$ cat src/rtl/core/rmd_pkg.sv
// ----------------------------------------------------------------------------
// rmd_pkg
// Shared widths, constants and arithmetic helpers of the rotation mismatch
// distance pipeline.
// ----------------------------------------------------------------------------
package rmd_pkg;

	// cordic configuration
	localparam int CORDIC_STEPS = 16;
	localparam int SAMPLE_WIDTH = 16;
	localparam int ATAN_ENTRIES = 24;
	localparam int STEPS = (CORDIC_STEPS < ATAN_ENTRIES) ? CORDIC_STEPS : ATAN_ENTRIES;

	// datapath widths
	localparam int Z_W    = 36;                 // angle accumulator, q30
	localparam int XY_W   = SAMPLE_WIDTH + 3;   // cordic x and y
	localparam int XYE_W  = XY_W + 1;
	localparam int TRIG_W = 34;                 // sine and cosine, q30
	localparam int E_W    = TRIG_W + 1;         // euler entry
	localparam int Q_W    = 36;                 // quaternion entry, q30
	localparam int DF_W   = 38;                 // raw difference
	localparam int D_W    = 28;                 // difference, q20
	localparam int SUM_W  = 2 * D_W;            // sum of squares, q40
	localparam int ISQ_STEPS = SUM_W / 2;
	localparam int ROOT_W = SUM_W / 2;

	// pipeline latencies
	localparam int CORD_LAT = STEPS + 2;
	localparam int NSTAGE   = CORD_LAT + 7 + ISQ_STEPS;

	// q30 angle constants
	localparam logic signed [Z_W-1:0] Q30_PI      = Z_W'(64'sd3373259426);
	localparam logic signed [Z_W-1:0] Q30_HALF_PI = Z_W'(64'sd1686629713);
	localparam logic signed [Z_W-1:0] Q30_TWO_PI  = Z_W'(64'sd6746518852);
	localparam logic signed [Q_W-1:0] Q30_ONE     = Q_W'(64'sd1073741824);

	// cordic start value, gain compensated
	localparam int GAIN_SHIFT = 32 - SAMPLE_WIDTH;
	localparam logic [63:0] GAIN_Q32 = 64'd2608131496;
	localparam logic [63:0] X_INIT_64 = (GAIN_SHIFT > 0) ?
		((GAIN_Q32 + (64'd1 << ((GAIN_SHIFT > 0) ? GAIN_SHIFT - 1 : 0))) >> GAIN_SHIFT) :
		GAIN_Q32;
	localparam logic signed [XY_W-1:0] X_INIT = XY_W'(X_INIT_64);

	// rescale of cordic output to q30
	localparam int L_SH = (SAMPLE_WIDTH <= 30) ? 30 - SAMPLE_WIDTH : 0;
	localparam int R_SH = (SAMPLE_WIDTH > 30) ? SAMPLE_WIDTH - 30 : 0;
	localparam logic signed [XYE_W-1:0] RND_Q = (R_SH > 0) ?
		XYE_W'(64'd1 << ((R_SH > 0) ? R_SH - 1 : 0)) : '0;

	localparam logic signed [2*TRIG_W-1:0] MUL_RND = (2*TRIG_W)'(64'sd536870912);

	// arctangent table, q30
	function automatic logic signed [Z_W-1:0] atan_q30(input int idx);
		logic [31:0] v;
		case (idx)
			0:  v = 32'h3243F6A8;
			1:  v = 32'h1DAC6705;
			2:  v = 32'h0FADBAFC;
			3:  v = 32'h07F56EA6;
			4:  v = 32'h03FEAB76;
			5:  v = 32'h01FFD55B;
			6:  v = 32'h00FFFAAA;
			7:  v = 32'h007FFF55;
			8:  v = 32'h003FFFEA;
			9:  v = 32'h001FFFFD;
			10: v = 32'h000FFFFF;
			11: v = 32'h0007FFFF;
			12: v = 32'h0003FFFF;
			13: v = 32'h0001FFFF;
			14: v = 32'h0000FFFF;
			15: v = 32'h00007FFF;
			16: v = 32'h00003FFF;
			17: v = 32'h00001FFF;
			18: v = 32'h00000FFF;
			19: v = 32'h000007FF;
			20: v = 32'h000003FF;
			21: v = 32'h000001FF;
			22: v = 32'h000000FF;
			23: v = 32'h0000007F;
			default: v = 32'h0;
		endcase
		return signed'({{(Z_W-32){1'b0}}, v});
	endfunction

	// cordic sample to q30, rounding half up when narrowing
	function automatic logic signed [TRIG_W-1:0] to_q30(input logic signed [XY_W-1:0] v);
		logic signed [XYE_W-1:0] t;
		t = XYE_W'(v) + RND_Q;
		if (R_SH > 0)
			return TRIG_W'(t >>> R_SH);
		return TRIG_W'(v) <<< L_SH;
	endfunction

	// q30 product, rounded
	function automatic logic signed [TRIG_W-1:0] mul_q30(input logic signed [TRIG_W-1:0] a,
		input logic signed [TRIG_W-1:0] b);
		logic signed [2*TRIG_W-1:0] p;
		p = a * b + MUL_RND;
		return TRIG_W'(p >>> 30);
	endfunction

endpackage

$ cat src/rtl/core/rmd_isqrt.sv
// ----------------------------------------------------------------------------
// rmd_isqrt
// Pipelined floor integer square root, one result bit per stage.
// ----------------------------------------------------------------------------
module rmd_isqrt
	import rmd_pkg::*;
(
	input  logic              clk,
	input  logic              en,
	input  logic [SUM_W-1:0]  radicand,
	output logic [ROOT_W-1:0] root
);

	logic [SUM_W-1:0] v_q [0:ISQ_STEPS-1];
	logic [SUM_W-1:0] r_q [0:ISQ_STEPS-1];

	for (genvar k = 0; k < ISQ_STEPS; k++) begin : g_bit
		localparam logic [SUM_W-1:0] BIT = SUM_W'(1) << (SUM_W - 2 - 2 * k);
		logic [SUM_W-1:0] v_in, r_in, t;

		// previous remainder and partial root
		if (k == 0) begin : g_first
			assign v_in = radicand;
			assign r_in = '0;
		end else begin : g_next
			assign v_in = v_q[k-1];
			assign r_in = r_q[k-1];
		end

		assign t = r_in + BIT;

		always_ff @(posedge clk) begin
			if (en) begin
				if (v_in >= t) begin
					v_q[k] <= v_in - t;
					r_q[k] <= (r_in >> 1) + BIT;
				end else begin
					v_q[k] <= v_in;
					r_q[k] <= r_in >> 1;
				end
			end
		end
	end

	assign root = r_q[ISQ_STEPS-1][ROOT_W-1:0];

endmodule

$ cat config.mk
export PLATFORM = sky130hd
export DESIGN_NAME = rmd_isqrt
export DESIGN_NICKNAME = d
export VERILOG_FILES = /design/src/rtl/core/rmd_pkg.sv /design/src/rtl/core/rmd_isqrt.sv
export SDC_FILE = /design/constraint.sdc
export NUM_CORES = 2
export LEC_CHECK = 0
export ABC_AREA = 1
export BUFFER_PORTS_ARGS = -buffer_cell sky130_fd_sc_hd__buf_2
export CORE_ASPECT_RATIO = 0.75
export CORE_MARGIN = 2
export CORE_UTILIZATION = 40
export CTS_BUF_LIST = sky130_fd_sc_hd__clkbuf_8
export DETAILED_ROUTE_END_ITERATION = 6
export PLACE_DENSITY = 0.61
export SETUP_SLACK_MARGIN = 0.4
export SYNTH_ARGS = -nofsm -noshare
export SYNTH_HDL_FRONTEND = slang
export SYNTH_SLANG_ARGS = --single-unit
$ cat constraint.sdc
create_clock -name clk -period 3.85 [get_ports clk]
set_input_delay 0 -clock clk [delete_from_list [all_inputs] [get_ports clk]]
set_output_delay 0 -clock clk [all_outputs]
set_load 0.01 [all_outputs]
After elaboration in Yosys (flattened, before gate mapping)
Memory sizes are Yosys's and may differ from the RTL's.
Cells that the tools add are included.
Word-level totals
  register bits after elaboration: 0
  RAM bits: 3136
  input port bits: 58
  output and inout port bits: 28
  logic and storage cells: 392
  memories kept: 2
Operators by class
  add/subtract/negate cells: 82
  magnitude comparators: 28
  muxes and demuxes: 224
  bitwise operators: 56
Memory list
  r_q: depth 28, bits a word 56, read ports 28, clocked after memory_dff 0, write ports 28, line rmd_isqrt.sv:15  | logic [SUM_W-1:0] r_q [0:ISQ_STEPS-1];
  v_q: depth 28, bits a word 56, read ports 27, clocked after memory_dff 0, write ports 28, line rmd_isqrt.sv:14  | logic [SUM_W-1:0] v_q [0:ISQ_STEPS-1];
Operator list (count)
  56-bit two-way mux: 56
  56-bit greater-or-equal comparator: 27
  56-bit subtractor: 27
  1-bit two-way mux: 168
  55-bit by 1-bit adder with 56-bit output (second input constant): 1
  55-bit by 11-bit adder with 56-bit output (second input constant): 1
  55-bit by 13-bit adder with 56-bit output (second input constant): 1
  55-bit by 15-bit adder with 56-bit output (second input constant): 1
  55-bit by 17-bit adder with 56-bit output (second input constant): 1
  55-bit by 19-bit adder with 56-bit output (second input constant): 1
  55-bit by 21-bit adder with 56-bit output (second input constant): 1
  55-bit by 23-bit adder with 56-bit output (second input constant): 1
  55-bit by 25-bit adder with 56-bit output (second input constant): 1
  55-bit by 27-bit adder with 56-bit output (second input constant): 1
  55-bit by 29-bit adder with 56-bit output (second input constant): 1
  55-bit by 3-bit adder with 56-bit output (second input constant): 1
  55-bit by 31-bit adder with 56-bit output (second input constant): 1
  55-bit by 33-bit adder with 56-bit output (second input constant): 1
  55-bit by 35-bit adder with 56-bit output (second input constant): 1
  55-bit by 37-bit adder with 56-bit output (second input constant): 1
  55-bit by 39-bit adder with 56-bit output (second input constant): 1
  55-bit by 41-bit adder with 56-bit output (second input constant): 1
  55-bit by 43-bit adder with 56-bit output (second input constant): 1
  55-bit by 45-bit adder with 56-bit output (second input constant): 1
  other kinds (37): 92

Depth between registers and ports, before layout
An unclocked memory read counts as a cell.
  depth after elaboration: 7
  gate-level depth with buffers: 17
  mapped depth without buffers: 17

Least setup slack after synthesis
Ideal clock, no wire load.
  kind: input port to flip-flop
  from: in en
  to: mem r_q[1][400] (netlist bit) (enable)
  library setup time: 467 ps
  arrival time: 2795 ps
  setup slack: 588 ps
  stages on the path: 4
  buffers on the path: 4
  cells stage by stage: buf_4 > buf_2 > clkbuf_1 > clkbuf_1
RTL lines
  start, declared: line rmd_isqrt.sv:9  | input logic en,
  end, declared: line rmd_isqrt.sv:15

==> results.sh <==
export IMPL_pwr_density_cell_nw_per_um2=510
export IMPL_netlist_area_um2=115000
export IMPL_drt_iter0_drc=13916
export IMPL_ys_seq_area_share_pct=50.1
export IMPL_netSwitchingPower_mw=24.0
export IMPL_netlist_instances=14433
export IMPL_path_max_fanout=32
export IMPL_cap_violations=0
export IMPL_synthArstFlopShare_pct=0
export IMPL_slowest_delay_ps=620
export IMPL_pin_count=86
export IMPL_violations="design-rule violations"
export IMPL_numClockSinks=1918
export IMPL_fin_nets=15426
export IMPL_tightest_slew_ps=1150
export IMPL_seqPwrFrac_pct=44.2
export IMPL_p_int_mw=41.1
export IMPL_grt_use_total_pct=27.6
export IMPL_finalMaxSlewViolations=0
export IMPL_viasPerCell=5.24
export IMPL_hold_violations=0
export IMPL_slew_headroom_pct=22.3
export IMPL_leakagePower_nw=58.7
export IMPL_p_clk_share_pct=28.8
export IMPL_fin_crit_sh_pct=87.2
export IMPL_drt_wl_total_um=413000
export IMPL_drive_gt1_share_pct=5.11
export IMPL_cts_setup_buffers=0
export IMPL_crit_slowest_cell="edfxtp_1"
export IMPL_fmax_mhz=298
export IMPL_ir_drop_uv=430
export IMPL_syn_to_final_growth_pct=11.2
export IMPL_route_detailed_drc=1
export IMPL_final_cell_mix="nand2_1, inv_1, edfxtp_1"
export IMPL_vias=99291
export IMPL_period_minus_slack_ps=3360
export IMPL_cts_buffers=327
export IMPL_crit_arrival_ps=4020
export IMPL_clkSlewWorstSetupHoldPaths_ps=60
export IMPL_ys_flop_type="edfxtp_1"
export IMPL_p_sw_share_pct=36.9
export IMPL_cp_start_kind="flop"
export IMPL_netlist_cell_type_count=55
export IMPL_setup_viol=0
export IMPL_status="complete, but fails checks"
export IMPL_endpoint_kind="flop"
export IMPL_synth_area_top_cells="edfxtp_1, nand2_1, inv_1"
export IMPL_worst_slack_ps=491
export IMPL_syn_num_nets=14923
export IMPL_p_comb_share_pct=27.0
export IMPL_grt_max_degree=164
export IMPL_drt_first_pass_iters=7
export IMPL_cts_max_level=5
export IMPL_cp_common_cell="nand2_1"
export IMPL_cp_cell_sequence="ha_1 > nand2_1 > nor2_1 > nand2_1 > nor2_1 > nand3_1 > nand2_1 > inv_1 > nand3_4 > inv_4 > nand2_1 > nand2_1"
export IMPL_grt_pass1_vias=88399
export IMPL_worstSetupPathType="reg2reg"
export IMPL_synth_enable_flop_cells=1918
export IMPL_min_path_cells=3
export IMPL_initial_core_util_pct=40.2
export IMPL_synth_area_leader_cell="edfxtp_1"
export IMPL_hpwl_um=334000
export IMPL_yosys_warnings=0
export IMPL_port_buffers=85
export IMPL_grt_overflow=0
export IMPL_synth_top_area_share_pct=50.1
export IMPL_antenna_left=0
export IMPL_clk_latency_ps=1020
export IMPL_final_common_cell="nand2_1"
export IMPL_worst_ep_required_time_ps=4510
export IMPL_wl_per_cell_um=21.8
export IMPL_synth_seq_cells=1918
export IMPL_skew_ps=94.5
export IMPL_antenna_found_initial=16
export IMPL_core_area_um2=286000
export IMPL_hold_class="in2reg"
export IMPL_die_x_um=623
export IMPL_setup_tns_ps=0
export IMPL_gp_congestion=1.04
export IMPL_r2r_cells=12
export IMPL_avgSynthCellArea_um2=7.97
export IMPL_root_buffer="clkbuf_8"
export IMPL_cts_tree="built"
export IMPL_die_h_um=468
export IMPL_grt_first_pass_wirelength_um=596000
export IMPL_dieArea_um2=292000
export IMPL_clock_path_buffers=4
export IMPL_rows=170
export IMPL_grt_setup_unrepaired="no"
export IMPL_dp_slack_ps=508
[state kept, by name, summed over array words and instances, names as in the netlist]
name / cells
v_q: 1512
r_q: 406
[worst max-delay path: cells and delay by family (launching register included)]
kind                     cells  cell delay (ps)
flip-flops                   1              620
buffers and inverters        2              300
adder cells (fa/ha/maj)      1              600
AND/OR/NAND/NOR              9             1460
[timing repair]
action                                 in CTS  in global routing
hold buffers                              115                  0
setup endpoints to repair                   0                 28
endpoints found under the hold margin     849                  0
resized for setup                           0                 13
[logic make-up (layout without fill, tap and decap cells)]
logic type / count (synthesis) / count (layout) / synth area share [%]
and+or+nand+nor: 8062 / 8062 / 29.3
DFF: 1918 / 1918 / 50.1
other: 0 / 4 / 0
adders and majority gates: 432 / 432 / 4.70
xor gates and xnor gates: 352 / 352 / 2.68
buffers and inverters: 2848 / 3591 / 9.53
AOI/OAI and AO/OA: 821 / 821 / 3.75
[metal layers]
layer  wire length (um)  vias up  GRT usage, %  part of all wire, %
li1                   -    47302             -                    -
met1             205000    46165          46.1                   50
met2             140000     5277          32.7                   34
met3              59200      537          9.22                   14
met4               8750       10          5.62                  2.1
met5                 60        -             0                0.015
[worst paths after layout]
| check | slack [ps] | end | start |
|---|---|---|---|
| max | 490 | v_q[1][365]$_DFFE_PP_ | v_q[1][297]$_DFFE_PP_ |
| min | 230 | v_q[0][550]$_DFFE_PP_ | en |
| max reg2reg | 490 | v_q[1][365]$_DFFE_PP_ | v_q[1][297]$_DFFE_PP_ |
| min reg2reg | 390 | r_q[0][878]$_DFFE_PP_ | r_q[0][823]$_DFFE_PP_ |
[power by group through the flow]
| stage | clock network [mW] | registers [mW] | logic (mW) |
|---|---|---|---|
| 2_1_floorplan | 0 | 27.5 | 11.4 |
| 4_1_cts | 19.2 | 28.6 | 17.0 |
| 5_1_grt | 20.0 | 28.9 | 19.5 |
| 3_5_place_dp | 0 | 29.0 | 16.8 |
| 6_report | 18.8 | 28.8 | 17.6 |
| 3_3_place_gp | 0 | 29.0 | 16.9 |
[cell usage after synthesis, drive strengths merged (37+ instances only)]
library cell,count
nand3,816
nand2,4586
xor2,157
nor4,100
nor3,218
clkbuf,37
buf,86
edfxtp,1918
nand3b,78
xnor2,195
inv,2725
ha,432
nor2,1794
o21ai,394
a21oi,360
or2,48
nand4,380
[metrics by stage]
stage          power [mW]  util [%]  hold slack, ps  area [um^2]  cells
6_report             65.2      44.7             226       128000  18964
5_1_grt              68.3      44.7             167       128000  18961
4_1_cts              64.8      44.7            2.47       128000  18960
3_5_place_dp         45.8      42.1             194       120000  18276
3_3_place_gp         46.0      42.1             194       120000  18276
2_1_floorplan        38.9         -            98.9       115000  14433
[layout make-up]
class	instances	area, um^2
Multi-Input combinational cell	9667	46500
Antenna cell	4	10.0
Sequential cell	1918	57600
Timing Repair Buffer	297	2430
Tap cell	3784	4730
Clock buffer	329	4530
Inverter	2725	10200
Clock inverter	240	1870
Fill cell	28610	158000
(Power assumes the default switching activity.)
