==> src/rtl/core/rmd_pkg.sv <==
// ----------------------------------------------------------------------------
// rmd_pkg
// Shared widths, constants and arithmetic helpers of the rotation mismatch
// distance pipeline.
// ----------------------------------------------------------------------------
package rmd_pkg;

	// cordic configuration
	localparam int CORDIC_STEPS = 16;
	localparam int SAMPLE_WIDTH = 16;
	localparam int ATAN_ENTRIES = 24;
	localparam int STEPS = (CORDIC_STEPS < ATAN_ENTRIES) ? CORDIC_STEPS : ATAN_ENTRIES;

	// datapath widths
	localparam int Z_W    = 36;                 // angle accumulator, q30
	localparam int XY_W   = SAMPLE_WIDTH + 3;   // cordic x and y
	localparam int XYE_W  = XY_W + 1;
	localparam int TRIG_W = 34;                 // sine and cosine, q30
	localparam int E_W    = TRIG_W + 1;         // euler entry
	localparam int Q_W    = 36;                 // quaternion entry, q30
	localparam int DF_W   = 38;                 // raw difference
	localparam int D_W    = 28;                 // difference, q20
	localparam int SUM_W  = 2 * D_W;            // sum of squares, q40
	localparam int ISQ_STEPS = SUM_W / 2;
	localparam int ROOT_W = SUM_W / 2;

	// pipeline latencies
	localparam int CORD_LAT = STEPS + 2;
	localparam int NSTAGE   = CORD_LAT + 7 + ISQ_STEPS;

	// q30 angle constants
	localparam logic signed [Z_W-1:0] Q30_PI      = Z_W'(64'sd3373259426);
	localparam logic signed [Z_W-1:0] Q30_HALF_PI = Z_W'(64'sd1686629713);
	localparam logic signed [Z_W-1:0] Q30_TWO_PI  = Z_W'(64'sd6746518852);
	localparam logic signed [Q_W-1:0] Q30_ONE     = Q_W'(64'sd1073741824);

	// cordic start value, gain compensated
	localparam int GAIN_SHIFT = 32 - SAMPLE_WIDTH;
	localparam logic [63:0] GAIN_Q32 = 64'd2608131496;
	localparam logic [63:0] X_INIT_64 = (GAIN_SHIFT > 0) ?
		((GAIN_Q32 + (64'd1 << ((GAIN_SHIFT > 0) ? GAIN_SHIFT - 1 : 0))) >> GAIN_SHIFT) :
		GAIN_Q32;
	localparam logic signed [XY_W-1:0] X_INIT = XY_W'(X_INIT_64);

	// rescale of cordic output to q30
	localparam int L_SH = (SAMPLE_WIDTH <= 30) ? 30 - SAMPLE_WIDTH : 0;
	localparam int R_SH = (SAMPLE_WIDTH > 30) ? SAMPLE_WIDTH - 30 : 0;
	localparam logic signed [XYE_W-1:0] RND_Q = (R_SH > 0) ?
		XYE_W'(64'd1 << ((R_SH > 0) ? R_SH - 1 : 0)) : '0;

	localparam logic signed [2*TRIG_W-1:0] MUL_RND = (2*TRIG_W)'(64'sd536870912);

	// arctangent table, q30
	function automatic logic signed [Z_W-1:0] atan_q30(input int idx);
		logic [31:0] v;
		case (idx)
			0:  v = 32'h3243F6A8;
			1:  v = 32'h1DAC6705;
			2:  v = 32'h0FADBAFC;
			3:  v = 32'h07F56EA6;
			4:  v = 32'h03FEAB76;
			5:  v = 32'h01FFD55B;
			6:  v = 32'h00FFFAAA;
			7:  v = 32'h007FFF55;
			8:  v = 32'h003FFFEA;
			9:  v = 32'h001FFFFD;
			10: v = 32'h000FFFFF;
			11: v = 32'h0007FFFF;
			12: v = 32'h0003FFFF;
			13: v = 32'h0001FFFF;
			14: v = 32'h0000FFFF;
			15: v = 32'h00007FFF;
			16: v = 32'h00003FFF;
			17: v = 32'h00001FFF;
			18: v = 32'h00000FFF;
			19: v = 32'h000007FF;
			20: v = 32'h000003FF;
			21: v = 32'h000001FF;
			22: v = 32'h000000FF;
			23: v = 32'h0000007F;
			default: v = 32'h0;
		endcase
		return signed'({{(Z_W-32){1'b0}}, v});
	endfunction

	// cordic sample to q30, rounding half up when narrowing
	function automatic logic signed [TRIG_W-1:0] to_q30(input logic signed [XY_W-1:0] v);
		logic signed [XYE_W-1:0] t;
		t = XYE_W'(v) + RND_Q;
		if (R_SH > 0)
			return TRIG_W'(t >>> R_SH);
		return TRIG_W'(v) <<< L_SH;
	endfunction

	// q30 product, rounded
	function automatic logic signed [TRIG_W-1:0] mul_q30(input logic signed [TRIG_W-1:0] a,
		input logic signed [TRIG_W-1:0] b);
		logic signed [2*TRIG_W-1:0] p;
		p = a * b + MUL_RND;
		return TRIG_W'(p >>> 30);
	endfunction

endpackage

==> src/rtl/core/rmd_cordic.sv <==
// ----------------------------------------------------------------------------
// rmd_cordic
// Pipelined sine and cosine of one q4.12 angle: range fold, one cordic
// iteration per stage, output rescaled to q30.
// ----------------------------------------------------------------------------
module rmd_cordic
	import rmd_pkg::*;
(
	input  logic                     clk,
	input  logic                     en,
	input  logic signed [15:0]       angle,
	output logic signed [TRIG_W-1:0] sin_q30,
	output logic signed [TRIG_W-1:0] cos_q30
);

	logic signed [XY_W-1:0] x_q [0:STEPS];
	logic signed [XY_W-1:0] y_q [0:STEPS];
	logic signed [Z_W-1:0]  z_q [0:STEPS];
	logic                   neg_q [0:STEPS];

	logic signed [Z_W-1:0] z_raw, z_wrap, z_fold;
	logic                  neg_fold;

	// wrap into [-pi, pi] and fold into [-pi/2, pi/2]
	always_comb begin
		z_raw = Z_W'(angle) <<< 18;
		if (z_raw > Q30_PI)
			z_wrap = z_raw - Q30_TWO_PI;
		else if (z_raw < -Q30_PI)
			z_wrap = z_raw + Q30_TWO_PI;
		else
			z_wrap = z_raw;
		neg_fold = 1'b0;
		z_fold = z_wrap;
		if (z_wrap > Q30_HALF_PI) begin
			z_fold = z_wrap - Q30_PI;
			neg_fold = 1'b1;
		end else if (z_wrap < -Q30_HALF_PI) begin
			z_fold = z_wrap + Q30_PI;
			neg_fold = 1'b1;
		end
	end

	// prep stage
	always_ff @(posedge clk) begin
		if (en) begin
			x_q[0] <= X_INIT;
			y_q[0] <= '0;
			z_q[0] <= z_fold;
			neg_q[0] <= neg_fold;
		end
	end

	// one rotation per stage
	for (genvar i = 0; i < STEPS; i++) begin : g_step
		always_ff @(posedge clk) begin
			if (en) begin
				neg_q[i+1] <= neg_q[i];
				if (z_q[i] >= 0) begin
					x_q[i+1] <= x_q[i] - (y_q[i] >>> i);
					y_q[i+1] <= y_q[i] + (x_q[i] >>> i);
					z_q[i+1] <= z_q[i] - atan_q30(i);
				end else begin
					x_q[i+1] <= x_q[i] + (y_q[i] >>> i);
					y_q[i+1] <= y_q[i] - (x_q[i] >>> i);
					z_q[i+1] <= z_q[i] + atan_q30(i);
				end
			end
		end
	end

	// unfold sign and rescale
	always_ff @(posedge clk) begin
		if (en) begin
			cos_q30 <= to_q30(neg_q[STEPS] ? -x_q[STEPS] : x_q[STEPS]);
			sin_q30 <= to_q30(neg_q[STEPS] ? -y_q[STEPS] : y_q[STEPS]);
		end
	end

endmodule

==> config.mk <==
export PLATFORM = sky130hd
export DESIGN_NAME = rmd_cordic
export DESIGN_NICKNAME = d
export VERILOG_FILES = /design/src/rtl/core/rmd_pkg.sv /design/src/rtl/core/rmd_cordic.sv
export SDC_FILE = /design/constraint.sdc
export NUM_CORES = 2
export LEC_CHECK = 0
export BUFFER_PORTS_ARGS = -buffer_cell sky130_fd_sc_hd__buf_2
export CAP_MARGIN = 30
export CORE_MARGIN = 5
export CORE_UTILIZATION = 56
export CTS_BUF_LIST = sky130_fd_sc_hd__clkbuf_4 sky130_fd_sc_hd__clkbuf_8 sky130_fd_sc_hd__clkbuf_16
export CTS_CLUSTER_SIZE = 8
export DETAILED_ROUTE_END_ITERATION = 7
export MAX_ROUTING_LAYER = met4
export PLACE_DENSITY = 0.72
export RECOVER_POWER = 25
export SYNTH_ARGS = -nofsm -noshare
export SYNTH_HDL_FRONTEND = slang
export SYNTH_SLANG_ARGS = --single-unit
==> constraint.sdc <==
create_clock -name clk -period 6.9 [get_ports clk]
set_clock_uncertainty 0.05 [all_clocks]
set_input_delay 1.38 -clock clk [delete_from_list [all_inputs] [get_ports clk]]
set_output_delay 1.38 -clock clk [all_outputs]
set_load 0.01 [all_outputs]
# [Word-level counts from Yosys, hierarchy flattened]
# Memories as Yosys holds them, arrays and structs flattened.
# Cells that the tools add are included.
[totals] rom_bits=0 wordCells=329 ff_bits=38 mem_bits_rw=1275 latch_bits=0 memories=4
[mem_list] name="z_q" words=17 width=36 rd=16 rd_ports_with_merged_regs=0 wr=17 line="rmd_cordic.sv:18" text="logic signed [Z_W-1:0] z_q [0:STEPS];"
[mem_list] name="x_q" words=17 width=19 rd=17 rd_ports_with_merged_regs=0 wr=17 line="rmd_cordic.sv:16" text="logic signed [XY_W-1:0] x_q [0:STEPS];"
[mem_list] name="y_q" words=17 width=19 rd=17 rd_ports_with_merged_regs=0 wr=17 line="rmd_cordic.sv:17" text="logic signed [XY_W-1:0] y_q [0:STEPS];"
[mem_list] name="neg_q" words=17 width=1 rd=17 rd_ports_with_merged_regs=0 wr=17 line="rmd_cordic.sv:19" text="logic neg_q [0:STEPS];"
[op_classes] n_addsub=101 div=0 n_lt_le_gt_ge=20 n_eq_ne=0 bitwise_logic=48 n_mux=154 n_mul=0 reduce_logical=0 shift=0
[op_table] op="$mux W36" n=20
[op_table] op="$mux W19" n=34
[op_table] op="$ge A36 B1 Y1 const B" n=16
[op_table] op="$mux W1" n=100
[op_table] op="$or A1 B1 Y1" n=48
[op_table] op="$add A19 B10 Y19" n=2
[op_table] op="$add A19 B11 Y19" n=2
[op_table] op="$add A19 B12 Y19" n=2
[op_table] op="$add A19 B13 Y19" n=2
[op_table] op="$add A19 B14 Y19" n=2
[op_table] op="$add A19 B15 Y19" n=2
[op_table] op="$add A19 B16 Y19" n=2
[op_table] op="$add A19 B17 Y19" n=2
[op_table] op="$add A19 B18 Y19" n=2
[op_table] op="$add A19 B4 Y19" n=2
[op_table] op="$add A19 B5 Y19" n=2
[op_table] op="$add A19 B6 Y19" n=2
[op_table] op="$add A19 B7 Y19" n=2
[op_table] op="$add A19 B8 Y19" n=2
[op_table] op="$add A19 B9 Y19" n=2
[op_table] op="$neg A19 Y19" n=2
[op_table] op="$sub A19 B10 Y19" n=2
[op_table] op="$sub A19 B11 Y19" n=2
[op_table] op="$sub A19 B12 Y19" n=2
[op_table] op="other kinds (54)" n=67

# [Logic depth before layout (Yosys ltp)]
[depth] ltp_word=6 ltp_mapped=21 mapped_depth_nobuf=17

# [Least setup slack after synthesis]
# Ideal clock, no wire load.
[synth_timing] path_kind="input to register" startpoint="input port en" endpoint="memory z_q[10][34], data pin" arrival_time_ns=5.991 setup_ns=0.269 path_buffers=4 setup_slack_ns=0.591 stages=18 cell_sequence="buf_2 -> clkbuf_1 -> nand2_1 -> inv_1 -> clkbuf_1 -> clkbuf_1 -> ha_1 -> nor2b_1 -> o31a_1 -> nand3b_1 -> a31o_2 -> a21oi_1 -> a31oi_1 -> a41oi_1 -> a31oi_1 -> a211oi_1 -> o31ai_1 -> xor2_1"
[synth_rtl] item="from (decl)" line="rmd_cordic.sv:10" text="input logic en,"
[synth_rtl] item="to (decl)" line="rmd_cordic.sv:18"

==> impl_metrics.csv <==
group,metric,value,unit
critical_path,critPathLaunchType,"input port",
run_status,violations,"max-capacitance violations, max-slew violations",
critical_path,r2r_slack,2.18,ns
yosys,synth_warnings,0,
grt,grt_pass1_vias,62675,
timing,setup_viol,0,
grt,grt_max_degree,155,
floorplanning,fp-row-count,144,
cts,clk_latency,0.79,ns
grt,grt_pass1_wl,321000,um
timing,maxSlewViolCount,468,
timing,tightest_slew,3.80,ns
yosys,syn_area,0.0869,mm2
cts,cts_sinks,1138,
drt,via_per_inst,5.97,
critical_path,ff2ff_path_depth,16,
floorplanning,coreArea,0.154,mm2
grt,grt_usage,24.4,%
timing,fmax,0.182,GHz
yosys,synth_cells,8674,
yosys,ys_seq_area_share,39.3,%
drt,ant_nets,0,
critical_path,rr_endpoint,"x_q[13][16]$_DFFE_PP_",
flow_run,drv_cap,9,
run_status,status,"complete, but fails checks",
grt,grt_overflow_total,0,
drt,drt_iter0_markers,4494,
cts,cts_root_buffer,"clkbuf_16",
layout,stdcell_area,0.0939,mm2
placed_design,gp_congestion,0.923,
yosys,synth_enable_flop_cells,1138,
critical_path,crit_type,"in -> reg",
layout,num_antenna_cells,0,
yosys,synth_area_leaders,"edfxtp_1 39%, ha_1 14%, xnor2_1 8.2%, a21oi_1 4.6%, xor2_1 3.5%",
drt,drt-total-wl,197000,um
floorplanning,die_area,0.163,mm2
cts,holdBufCountCts,0,
floorplanning,die_y,404,um
drt,num_vias,64882,
timing,fin_tns_setup,0,ns
cts,cts_resized,0,
critical_path,reg2reg_from,"z_q[12][35]$_DFFE_PP_",
grt,antenna_found_initial,0,
placed_design,portBuffers,57,
floorplanning,io_pins,86,
timing,finalCriticalPeriod,5.48,ns
cts,cts_buffer_depth,3,
cts,htreeDepth,4,
placed_design,dpl_cell_area,0.0895,mm2
yosys,async_flop_share,0,%
layout,syn2layout_area_growth,8.10,%
drt,dr.pass1.iters,5,
critical_path,worstSetupEndpointType,"flop",
critical_path,cp.arrival,5.95,ns
cts,clk_pin_slew,0.06,ns
yosys,ys_seq_elements,1138,
hold_path,hold_start,"neg_q[0][5]$_DFFE_PP_",
layout,layout.nets,9854,
layout,final_common_cell,"edfxtp_1",
hold_path,hold_path.class,"reg -> reg",
hold_path,hold_depth,0,
yosys,synth_area_leader_cell,"edfxtp_1",
critical_path,critPathMaxFanout,41,
placed_design,place_hpwl,150000,um
yosys,synth.distinct_cells,109,
timing,relSlewSlack,-154,%
cts,cts_buffers,162,
timing,finalCritPeriodShare,79.5,%
layout,drive_gt1_share,4.71,%
drt,drc,0,
layout,most-common-layout-cells,"1138 x edfxtp_1, 996 x ha_1, 812 x xnor2_1, 792 x a21oi_1, 642 x nor2_1",
cts,cts_tree,"yes",
yosys,synth_top_cell_area_share,39.3,%
yosys,synthFlopType,"edfxtp_1",
cts,post_cts_buffers,0,
timing,hold_viol,0,
drt,wire_per_inst,18.1,um
floorplanning,initial_utilization,56.3,%
timing,rsz0062_at_grt,"no",
critical_path,cp.required,7.36,ns
hold_path,min_to,"neg_q[0][6]$_DFFE_PP_",
floorplanning,die_w,404,um
yosys,synth.avg_cell_area,10.0,um2
-- sequential cells by signal, summed over array words and instances (netlist names) --
name / flops
cos_q30: 19
neg_q: 16
sin_q30: 19
x_q: 282
y_q: 283
z_q: 519
-- per-stage QoR --
step | hold WS, ns | setup slack, ns | std cells | util [%]
floorplan | 0.350 | 0.591 | 8703 | -
global placement | 0.350 | 0.919 | 10683 | 58.0
detailed placement | 0.357 | 0.756 | 10683 | 58.0
CTS | 0.368 | 1.56 | 10875 | 60.9
global route | 0.372 | 1.06 | 10875 | 60.9
finish | 0.366 | 1.42 | 10875 | 60.9
-- cells in the mapped netlist, types with 44 or more instances --
library cell / number
a211oi_1: 59
a21o_1: 277
a21oi_1: 792
a31oi_1: 70
and2_1: 44
and3_1: 82
clkbuf_1: 114
edfxtp_1: 1138
ha_1: 996
inv_1: 399
nand2_1: 564
nand2b_1: 124
nand3_1: 184
nor2_1: 642
nor2b_1: 107
nor3_1: 314
o21a_1: 160
o21ai_0: 383
o21bai_1: 84
o31ai_1: 108
or2_2: 48
or3_1: 96
xnor2_1: 812
xor2_1: 347
-- cell families after synthesis --
group / share of synthesized area (%)
xor+xnor: 11.7
buf+inv: 2.74
mux: 0.641
other cells: 0.00432
simple gates: 13.1
flops: 39.3
fa+ha+maj: 15.2
compound gates: 17.3
-- worst max-delay path by stage --
stage               from                    end  cells past startpoint
finish                en  z_q[13][33]$_DFFE_PP_                     14
global route          en  z_q[13][35]$_DFFE_PP_                     15
CTS                   en   z_q[1][32]$_DFFE_PP_                     16
detailed placement    en   z_q[1][32]$_DFFE_PP_                     16
global placement      en   z_q[1][34]$_DFFE_PP_                     16
floorplan             en  z_q[10][34]$_DFFE_PP_                     18
-- routing by layer --
layer	track usage (%)	wire, um	vias to the layer above
met3	2.95	8740	322
li1	-	-	32345
met5	-	0	-
met4	5.91	4310	0
met1	32.2	90400	30778
met2	40.5	93800	1437
-- cell type report --
class,count,area (um2)
inverters,404,1520
clock buffers,173,4140
multi-input cells,6978,50400
well taps,2044,2560
repair buffers,119,711
flip-flops and latches,1138,34200
fillers,12698,60300
clock inverters,19,380
-- worst max-delay path: stages --
cell	delay (ns)
buf_8	0.36
clkbuf_1	1.46
and3_1	0.35
ha_1	0.24
nand2_1	0.10
or3_1	0.41
a31oi_1	0.23
o41a_1	0.22
o41a_1	0.20
a41oi_2	0.18
a31oi_1	0.34
a21o_1	0.18
a21oi_2	0.06
xnor2_1	0.14
Power is not shown: default switching activity piles up to over one toggle a cycle in this logic, so the estimate is an artifact.
